<file path="src/rtl/core/egcd_pkg.sv">
`timescale 1ns / 1ps
`default_nettype none

package egcd_pkg;

    localparam int unsigned OPERAND_W = 31;
    localparam int unsigned DIVISOR_W = 31;
    localparam int unsigned COEFF_W   = 32;

    typedef struct packed {
        logic [OPERAND_W-1:0] first_operand;
        logic [OPERAND_W-1:0] second_operand;
    } t_in;

    typedef struct packed {
        logic [DIVISOR_W-1:0]      divisor;
        logic signed [COEFF_W-1:0] coeff_first;
        logic signed [COEFF_W-1:0] coeff_second;
    } t_out;

    typedef enum logic [2:0] {
        OP_NONE,
        OP_LOAD,
        OP_DIV_INIT,
        OP_DIV_STEP,
        OP_MUL_X,
        OP_UPD_X,
        OP_MUL_Y,
        OP_UPD_Y
    } t_op;

    typedef struct packed {
        t_op op;
    } t_cmd;

    typedef struct packed {
        logic b_zero;
        logic div_last;
    } t_stat;

endpackage

`default_nettype wire

</file>
<file path="src/rtl/core/egcd_dp.sv">
`timescale 1ns / 1ps
`default_nettype none

module egcd_dp #(
    parameter int unsigned OPERAND_BITS = 31
) (
    input  wire logic           i_clk,
    input  wire logic           i_rst_n,
    input  wire egcd_pkg::t_cmd i_cmd,
    input  wire egcd_pkg::t_in  i_operands,
    output egcd_pkg::t_stat     o_stat,
    output egcd_pkg::t_out      o_result
);
    import egcd_pkg::*;

    localparam int unsigned W  = OPERAND_BITS;
    localparam int unsigned CW = $clog2(W);

    logic [W-1:0]       r_a, n_a;
    logic [W-1:0]       r_b, n_b;
    logic [W-1:0]       r_rem, n_rem;
    logic [W-1:0]       r_quo, n_quo;
    logic [CW-1:0]      r_cnt, n_cnt;
    logic [COEFF_W-1:0] r_xp, n_xp, r_x, n_x;
    logic [COEFF_W-1:0] r_yp, n_yp, r_y, n_y;
    logic [COEFF_W-1:0] r_prod, n_prod;

    logic [63:0]        ext_first, ext_second, ext_quo, ext_g;
    logic [W:0]         shifted;
    logic               fits;
    logic [COEFF_W-1:0] q_low, mul_src;

    always_comb begin
        ext_first  = 64'(i_operands.first_operand);
        ext_second = 64'(i_operands.second_operand);
        ext_quo    = 64'(r_quo);
        ext_g      = 64'(r_a);
        q_low      = ext_quo[COEFF_W-1:0];
        mul_src    = (i_cmd.op == OP_MUL_Y) ? r_y : r_x;
        // restoring divide: shift in the next dividend bit, subtract if it fits
        shifted    = {r_rem, r_quo[W-1]};
        fits       = shifted >= {1'b0, r_b};

        n_a    = r_a;
        n_b    = r_b;
        n_rem  = r_rem;
        n_quo  = r_quo;
        n_cnt  = r_cnt;
        n_xp   = r_xp;
        n_x    = r_x;
        n_yp   = r_yp;
        n_y    = r_y;
        n_prod = r_prod;

        case (i_cmd.op)
            OP_LOAD: begin
                n_a  = ext_first[W-1:0];
                n_b  = ext_second[W-1:0];
                n_xp = COEFF_W'(1);
                n_x  = '0;
                n_yp = '0;
                n_y  = COEFF_W'(1);
            end
            OP_DIV_INIT: begin
                n_rem = '0;
                n_quo = r_a;
                n_cnt = '0;
            end
            OP_DIV_STEP: begin
                if (fits) begin
                    n_rem = W'(shifted - {1'b0, r_b});
                end else begin
                    n_rem = shifted[W-1:0];
                end
                n_quo = {r_quo[W-2:0], fits};
                n_cnt = r_cnt + CW'(1);
            end
            OP_MUL_X, OP_MUL_Y: begin
                n_prod = COEFF_W'(q_low * mul_src);
            end
            OP_UPD_X: begin
                n_xp = r_x;
                n_x  = r_xp - r_prod;
            end
            OP_UPD_Y: begin
                n_yp = r_y;
                n_y  = r_yp - r_prod;
                n_a  = r_b;
                n_b  = r_rem;
            end
            default: begin
            end
        endcase
    end

    always_ff @(posedge i_clk) begin
        if (!i_rst_n) begin
            r_cnt <= '0;
        end else begin
            r_cnt <= n_cnt;
        end
        r_a    <= n_a;
        r_b    <= n_b;
        r_rem  <= n_rem;
        r_quo  <= n_quo;
        r_xp   <= n_xp;
        r_x    <= n_x;
        r_yp   <= n_yp;
        r_y    <= n_y;
        r_prod <= n_prod;
    end

    assign o_stat.b_zero   = (r_b == '0);
    assign o_stat.div_last = (r_cnt == CW'(W - 1));

    assign o_result.divisor      = ext_g[DIVISOR_W-1:0];
    assign o_result.coeff_first  = r_xp;
    assign o_result.coeff_second = r_yp;

endmodule

`default_nettype wire

</file>
<file path="src/rtl/core/egcd_ctrl.sv">
`timescale 1ns / 1ps
`default_nettype none

module egcd_ctrl (
    input  wire logic            i_clk,
    input  wire logic            i_rst_n,
    input  wire logic            i_start,
    input  wire egcd_pkg::t_stat i_stat,
    output egcd_pkg::t_cmd       o_cmd,
    output logic                 o_busy,
    output logic                 o_done
);
    import egcd_pkg::*;

    typedef enum logic [2:0] {
        S_IDLE,
        S_CHECK,
        S_DIV,
        S_MUL_X,
        S_UPD_X,
        S_MUL_Y,
        S_UPD_Y
    } t_state;

    t_state r_state;
    logic   r_busy;
    logic   r_done;

    always_comb begin
        case (r_state)
            S_IDLE:  o_cmd.op = i_start ? OP_LOAD : OP_NONE;
            S_CHECK: o_cmd.op = OP_DIV_INIT;
            S_DIV:   o_cmd.op = OP_DIV_STEP;
            S_MUL_X: o_cmd.op = OP_MUL_X;
            S_UPD_X: o_cmd.op = OP_UPD_X;
            S_MUL_Y: o_cmd.op = OP_MUL_Y;
            S_UPD_Y: o_cmd.op = OP_UPD_Y;
            default: o_cmd.op = OP_NONE;
        endcase
    end

    always_ff @(posedge i_clk) begin
        if (!i_rst_n) begin
            r_state <= S_IDLE;
            r_busy  <= 1'b0;
            r_done  <= 1'b0;
        end else begin
            r_done <= 1'b0;
            case (r_state)
                S_IDLE: begin
                    if (i_start) begin
                        r_state <= S_CHECK;
                        r_busy  <= 1'b1;
                    end
                end
                S_CHECK: begin
                    // remainder reached zero: the previous remainder is the gcd
                    if (i_stat.b_zero) begin
                        r_state <= S_IDLE;
                        r_busy  <= 1'b0;
                        r_done  <= 1'b1;
                    end else begin
                        r_state <= S_DIV;
                    end
                end
                S_DIV: begin
                    if (i_stat.div_last) begin
                        r_state <= S_MUL_X;
                    end
                end
                S_MUL_X: r_state <= S_UPD_X;
                S_UPD_X: r_state <= S_MUL_Y;
                S_MUL_Y: r_state <= S_UPD_Y;
                S_UPD_Y: r_state <= S_CHECK;
                default: begin
                    r_state <= S_IDLE;
                    r_busy  <= 1'b0;
                end
            endcase
        end
    end

    assign o_busy = r_busy;
    assign o_done = r_done;

endmodule

`default_nettype wire

</file>
<file path="src/rtl/core/extended_gcd_bezout.sv">
`timescale 1ns / 1ps
`default_nettype none

// Extended Euclid: returns gcd(a, b) and x, y with a*x + b*y = gcd, coefficients as
// 32-bit two's complement. Pulse start while busy is low to load an operand beat;
// busy stays high until the result, which appears on o_result for exactly one cycle
// with o_done high and must be captured then, since it cannot be held off. Before the
// strobe the block runs n Euclid iterations, where n = 0 when b is zero and is at most
// about 45 for 31-bit operands; each iteration is dominated by the restoring divider,
// which retires one quotient bit per cycle, followed by two passes through one shared
// 32x32 multiplier. A new item may be started in the cycle that carries the result
// strobe.
module extended_gcd_bezout #(
    parameter int unsigned OPERAND_BITS = 31
) (
    input  wire logic          i_clk,
    input  wire logic          i_rst_n,
    input  wire logic          start,
    output logic               busy,
    input  wire egcd_pkg::t_in i_operands,
    output egcd_pkg::t_out     o_result,
    output logic               o_done
);
    import egcd_pkg::*;

    t_cmd  cmd;
    t_stat stat;

    egcd_ctrl u_ctrl (
        .i_clk   (i_clk),
        .i_rst_n (i_rst_n),
        .i_start (start),
        .i_stat  (stat),
        .o_cmd   (cmd),
        .o_busy  (busy),
        .o_done  (o_done)
    );

    egcd_dp #(
        .OPERAND_BITS (OPERAND_BITS)
    ) u_dp (
        .i_clk      (i_clk),
        .i_rst_n    (i_rst_n),
        .i_cmd      (cmd),
        .i_operands (i_operands),
        .o_stat     (stat),
        .o_result   (o_result)
    );

    a_done_not_busy: assert property (@(posedge i_clk) disable iff (!i_rst_n)
        o_done |-> !busy)
        else $error("result strobe while busy");

    a_accept_busy: assert property (@(posedge i_clk) disable iff (!i_rst_n)
        (start && !busy) |=> busy)
        else $error("accepted beat did not raise busy");

    a_single_strobe: assert property (@(posedge i_clk) disable iff (!i_rst_n)
        o_done |=> !o_done)
        else $error("result strobe longer than one cycle");

    a_zero_gcd: assert property (@(posedge i_clk) disable iff (!i_rst_n)
        o_done |-> (o_result.divisor != '0) ||
                   (o_result.coeff_first == 32'sd1 && o_result.coeff_second == 32'sd0))
        else $error("zero gcd with wrong coefficients");

endmodule

`default_nettype wire

</file>
<file path="config.mk">
export PLATFORM = sky130hd
export DESIGN_NAME = extended_gcd_bezout
export DESIGN_NICKNAME = d
export VERILOG_FILES = /design/src/rtl/core/egcd_pkg.sv /design/src/rtl/core/egcd_dp.sv /design/src/rtl/core/egcd_ctrl.sv /design/src/rtl/core/extended_gcd_bezout.sv
export SDC_FILE = /design/constraint.sdc
export NUM_CORES = 2
export LEC_CHECK = 0
export ABC_AREA = 1
export BUFFER_PORTS_ARGS = -buffer_cell sky130_fd_sc_hd__buf_2
export CORE_MARGIN = 2
export CORE_UTILIZATION = 40
export CTS_CLUSTER_SIZE = 12
export DETAILED_ROUTE_END_ITERATION = 8
export MAX_ROUTING_LAYER = met4
export PLACE_DENSITY_LB_ADDON = 0.05
export SLEW_MARGIN = 0
export SYNTH_ARGS = -nofsm -noshare
export SYNTH_HDL_FRONTEND = slang
export SYNTH_SLANG_ARGS = --single-unit
</file>
<file path="constraint.sdc">
create_clock -name i_clk -period 7 [get_ports i_clk]
set_clock_uncertainty 0.05 [all_clocks]
set_input_delay 1.05 -clock i_clk [delete_from_list [all_inputs] [get_ports i_clk]]
set_output_delay 1.05 -clock i_clk [all_outputs]
set_load 0.01 [all_outputs]
</file>
======== Word level (Yosys, flattened, before mapping) ========
Cells that the tools add are included.
storage, ports and cells
  flip-flop bits (word level) ............. 294
  bits in latches ......................... 0
  bits in writable memories ............... 0
  memory bits (read-only) ................. 0
  bits of input ports ..................... 65
  output and inout bits ................... 97
  word-level logic and storage cells ...... 68
  memories ................................ 0
operators by class
  add/sub/neg operators ................... 4
  multiply operators ...................... 1
  divide/modulo/power cells ............... 0
  $lt $le $gt $ge ......................... 1
  equal/unequal tests ..................... 17
  shifts and indexed selects .............. 0
  mux-type cells .......................... 21
  bitwise gates (word level) .............. 1
  reductions and logical operators ........ 10
operators with widths
  operator             number
  $pmux 32 s2          4
  $pmux 31 s2          4
  $sub 32x32->32       2
  $pmux 3 s7           2
  $ge 32x31->1         1
  $mul 31x32->32       1
  $mux 32              1
  $logic_not 31->1     1
  $mux 31              1
  $sub 31x31->31       1
  $eq 3x3->1 const B   7
  $eq 3x2->1 const B   4
  $pmux 5 s2           1
  $eq 3x1->1 const B   2
  $mux 3               2
  $ne 2x2->1 const B   3
  $reduce_bool 2->1    3
  $add 5x1->5 const B  1
  $eq 5x5->1 const B   1
  $reduce_or 5->1      1
  $mux 1               4
  $reduce_and 2->1     2
  $logic_not 3->1      1
  $pmux 1 s3           1
  4 further kinds      4

======== Logic depth before layout (Yosys ltp) ========
  depth after elaboration ................. 5
  mapped depth ............................ 40
  depth with buffers taken out ............ 38

======== Hierarchy ========
From an unflattened synthesis, not the netlist that was laid out.
second synthesis, totals
  cells, all modules ...................... 3814
  area, all modules ....................... 32220.9 um^2
modules (own cells, without submodules)
  module     instances  cells each  area each (um^2)  seq. area each (um^2)
  egcd_dp    1          3771        31955.6           8628.3
  egcd_ctrl  1          43          265.3             100.1

======== Least setup slack after synthesis ========
Ideal clock, no wire load.
  path kind ............................... flip-flop to flip-flop
  start ................................... register u_ctrl.r_state[1]
  end ..................................... register u_dp.r_prod[31] (data pin)
  library setup time ...................... 249 ps
  arrival time ............................ 6957 ps
  required time ........................... 6701 ps
  path slack .............................. -256 ps
  cell stages (with the launch flop) ...... 35
  path buffers ............................ 4
  period minus slack after synthesis ...... 7256 ps
  cell sequence ........................... dfxtp_1 inv_4 nand3_4 buf_12 buf_6 nand2_1 o21a_1 clkbuf_1 inv_1 clkbuf_1 nor2_1 fa_1 fa_1 fa_1 inv_1 fa_1 inv_1 fa_1 inv_1 fa_1 inv_1 fa_1 fa_1 ha_1 nand2_1 o21ai_0 a21oi_1 o2111ai_1 nor2_1 nand3_1 nand2_1 inv_1 nand3_1 nand2_1 inv_1
on the way
  word-level cells in the longest chain between the ends .. 5
ends and longest elaborated chain
  what                                      RTL line         RTL
  start, declared                           egcd_ctrl.sv:25  t_state r_state;
  start signal, assigned                    egcd_ctrl.sv:44  r_state <= S_IDLE;
  start signal, assigned                    egcd_ctrl.sv:52  r_state <= S_CHECK;
  start signal, assigned                    egcd_ctrl.sv:59  r_state <= S_IDLE;
  $eq 3x3->1, or another cell as far along  egcd_ctrl.sv:30  case (r_state)
  $pmux 3 s7 *                              egcd_ctrl.sv:30
  $eq 3x3->1 *                              egcd_dp.sv:39    mul_src = (i_cmd.op == OP_MUL_Y) ? r_y : r_x;
  $mux 32 *                                 egcd_dp.sv:39
  $mul 31x32->32 *                          egcd_dp.sv:79    n_prod = COEFF_W'(q_low * mul_src);
  end signal, assigned                      egcd_dp.sv:110   r_prod <= n_prod;
  end, declared                             egcd_dp.sv:26    logic [COEFF_W-1:0] r_prod, n_prod;
Every way passes the cells marked *; elsewhere a longest branch is shown, timed or not.
A chain may end at the register's enable or synchronous reset.

======== Worst setup path in the final report ========
Same ends and word-level chain as after synthesis.

==> metrics <==
metal3 WL 7.09 mm; crit-path max cell delay 560 ps; # IOs 162; Yosys cell types 54; f_max 0.139 GHz; vias per cell 5.07; Worst-Margin Slew 1340 ps; total grt overflow 0; Post-synth EDFFs 284; drt total wl 111 mm; pin count of the biggest net entering global routing 82; total of max-cap violations 0; Worst Reg-to-Reg Cells 29; most used cell, CP fa_1; drc violations 0; fin nets 4,850; RSZ-0062 raised after global routing yes; first-pass GRT wire length 166 mm; initial antenna violation count 1; post-route ant nets 0; most common cell after layout, fill and taps aside nand2_1; initial core utilization 40.5%; Crit. Startpoint u_ctrl.r_state[1]; fin crit share 103%; predominant post-synthesis flop cell edfxtp_1; max layer used met4; Routability Congestion 0.960; Worst EP arrival 7490 ps; Worst Path Max Fanout 10; failing checks setup timing; die width 287 µm; wire per inst 21.2 µm; Worst slew margin 9.31%; Placed Area 36,400 µm²; buffers added on ports 161; Net Count, Synth 4,458; # fillers 7,865; Slowest-stage cell, CP fa_1; hpwl dp 91.7 mm; Inserted Clock Buffers 39; worst path bufs/invs 10; Clock Latency Late Sink 580 ps; CTS root buf clkbuf_16; layout cells sized above 1 16.7%; sequential area share after synthesis 27.2%; met2 WL 51.5 mm; synthesis-to-layout area growth 19.8%; post-route cell area 38,400 µm²; setup slack, reg-to-reg -220 ps; RR Startpoint u_ctrl.r_state[1]; fin worst setup slack -217 ps; M1 WL 49.6 mm; Cell Rows 103; flops & latches, synth 294; Setup CP Type reg -> reg; crit path capture type register; commonest cells after routing, fill and taps aside 752 x nand2_1, 658 x inv_1, 459 x nor2_1; Synth async-reset ratio 0%; final hold violation count 0; final core occ 48.5%; n_diodes 0; Final setup viols 6; hold_sp u_ctrl.o_busy; WHS Endpoint u_ctrl.o_busy; HP Class reg -> reg; CTS max path bufs 3; GRT Resource Usage Total 28.0%; Slew Viols, Final 0; Cell Area, Synth 32,100 µm²; Synth Area per Inst 8.52 µm²; Startpoint Class register; Clock Sinks 294; clk slew on worst S/H paths 60 ps; core outline area 79,300 µm²; initial DRC count 1,905; vias 26,600; Hold Crit Depth 2; H-tree depth 2; drt pass-1 iters 5; Post-Syn Instances 3,766; vias in the first global route 27,000; CTS tree done; chip height 287 µm; Worst Path Required 7270 ps; fin crit period 7220 ps; Reg2Reg Capture Point u_dp.r_prod[31]; Ys Warns 0; status complete, but fails checks; family with the most delay on the worst path adder cells; die area 82,500 µm²
[kinds of logic after synthesis]
family,Yosys count,share of synthesized area (%)
simple gates,1446,18.0
compound gates,509,8.81
flops,294,27.2
buf+inv,819,9.88
xor+xnor,71,1.96
fa+ha+maj,627,34.1
[routing by layer]
metal / track usage [%] / vias to the layer above
met4: 6.50 / 0
met2: 44.0 / 745
met3: 4.91 / 142
li1: - / 12700
met5: - / -
met1: 37.7 / 13000
[synth_stat cells, drive strengths merged, types with 6 or more instances]
library cell | instances | area (µm²)
nand2 | 781 | 2960
buf | 24 | 183
inv | 688 | 2580
nor4 | 17 | 106
a21boi | 9 | 67.6
edfxtp | 284 | 8530
clkbuf | 96 | 362
dfxtp | 10 | 200
clkinv | 11 | 41.3
nor2 | 485 | 1830
xor2 | 46 | 410
a21o | 11 | 82.6
o21a | 29 | 225
o21bai | 14 | 105
ha | 215 | 2690
xnor2 | 25 | 219
nand4 | 30 | 188
fa | 412 | 8250
nand3 | 104 | 533
o211ai | 10 | 75.1
nor3 | 15 | 75.1
a211oi | 6 | 45.0
o21ai | 203 | 1030
a21oi | 210 | 1050
[flip-flops by register name, indices dropped and copies added, names as in the netlist, 32 cells and up]
register,cells
u_dp.r_prod,32
u_dp.r_x,32
u_dp.r_xp,32
u_dp.r_y,32
u_dp.r_yp,32
[tightest hold or removal path: cells and delay by family (launching register included)]
family           cells  cell delay (ps)
flip-flops           1              310
AND/OR/NAND/NOR      1               60
AO/OA/AOI/OAI        1               50
[how the worst max path moves through the flow]
stage,to,cells after the start,slack (ps)
global placement,u_dp.r_prod[31],35,-480
CTS,u_dp.r_prod[31],34,-270
global route,u_dp.r_prod[31],35,-600
floorplan,u_dp.r_prod[31],34,10
finish,u_dp.r_prod[31],29,-220
detailed placement,u_dp.r_prod[31],33,-460
[final cells by class]
| cell class | instances | area (µm²) | share of cell area (%) |
|---|---|---|---|
| Multi-Input combinational cell | 2654 | 20800 | 54.2 |
| Sequential cell | 294 | 8740 | 22.7 |
| Timing Repair Buffer | 470 | 3590 | 9.34 |
| Inverter | 699 | 2650 | 6.89 |
| Tap cell | 1050 | 1310 | 3.42 |
| Clock buffer | 48 | 1050 | 2.73 |
| Clock inverter | 23 | 270 | 0.703 |
[what timing repair did]
| action | CTS | global route |
|---|---|---|
| hold buffers | 0 | 0 |
| cloned | 1 | 0 |
| endpoints found under the hold margin | 0 | 0 |
| buffers inserted | 4 | 5 |
| setup endpoints to repair | 13 | 16 |
| pin swaps | 32 | 19 |
| resized for setup | 77 | 101 |
[per-stage QoR]
stage	TNS [ps]	std cells	setup WS, ps	hold WS (ps)
finish	-766	5238	-217	419
detailed placement	-2890	5157	-463	407
global placement	-2580	5157	-482	408
global route	-3990	5238	-602	442
floorplan	0	3766	9.72	385
CTS	-1220	5233	-266	419
Power is left out: the tool's default activity adds up to more than one toggle a clock period on the data nets, which glitch-free logic cannot reach.
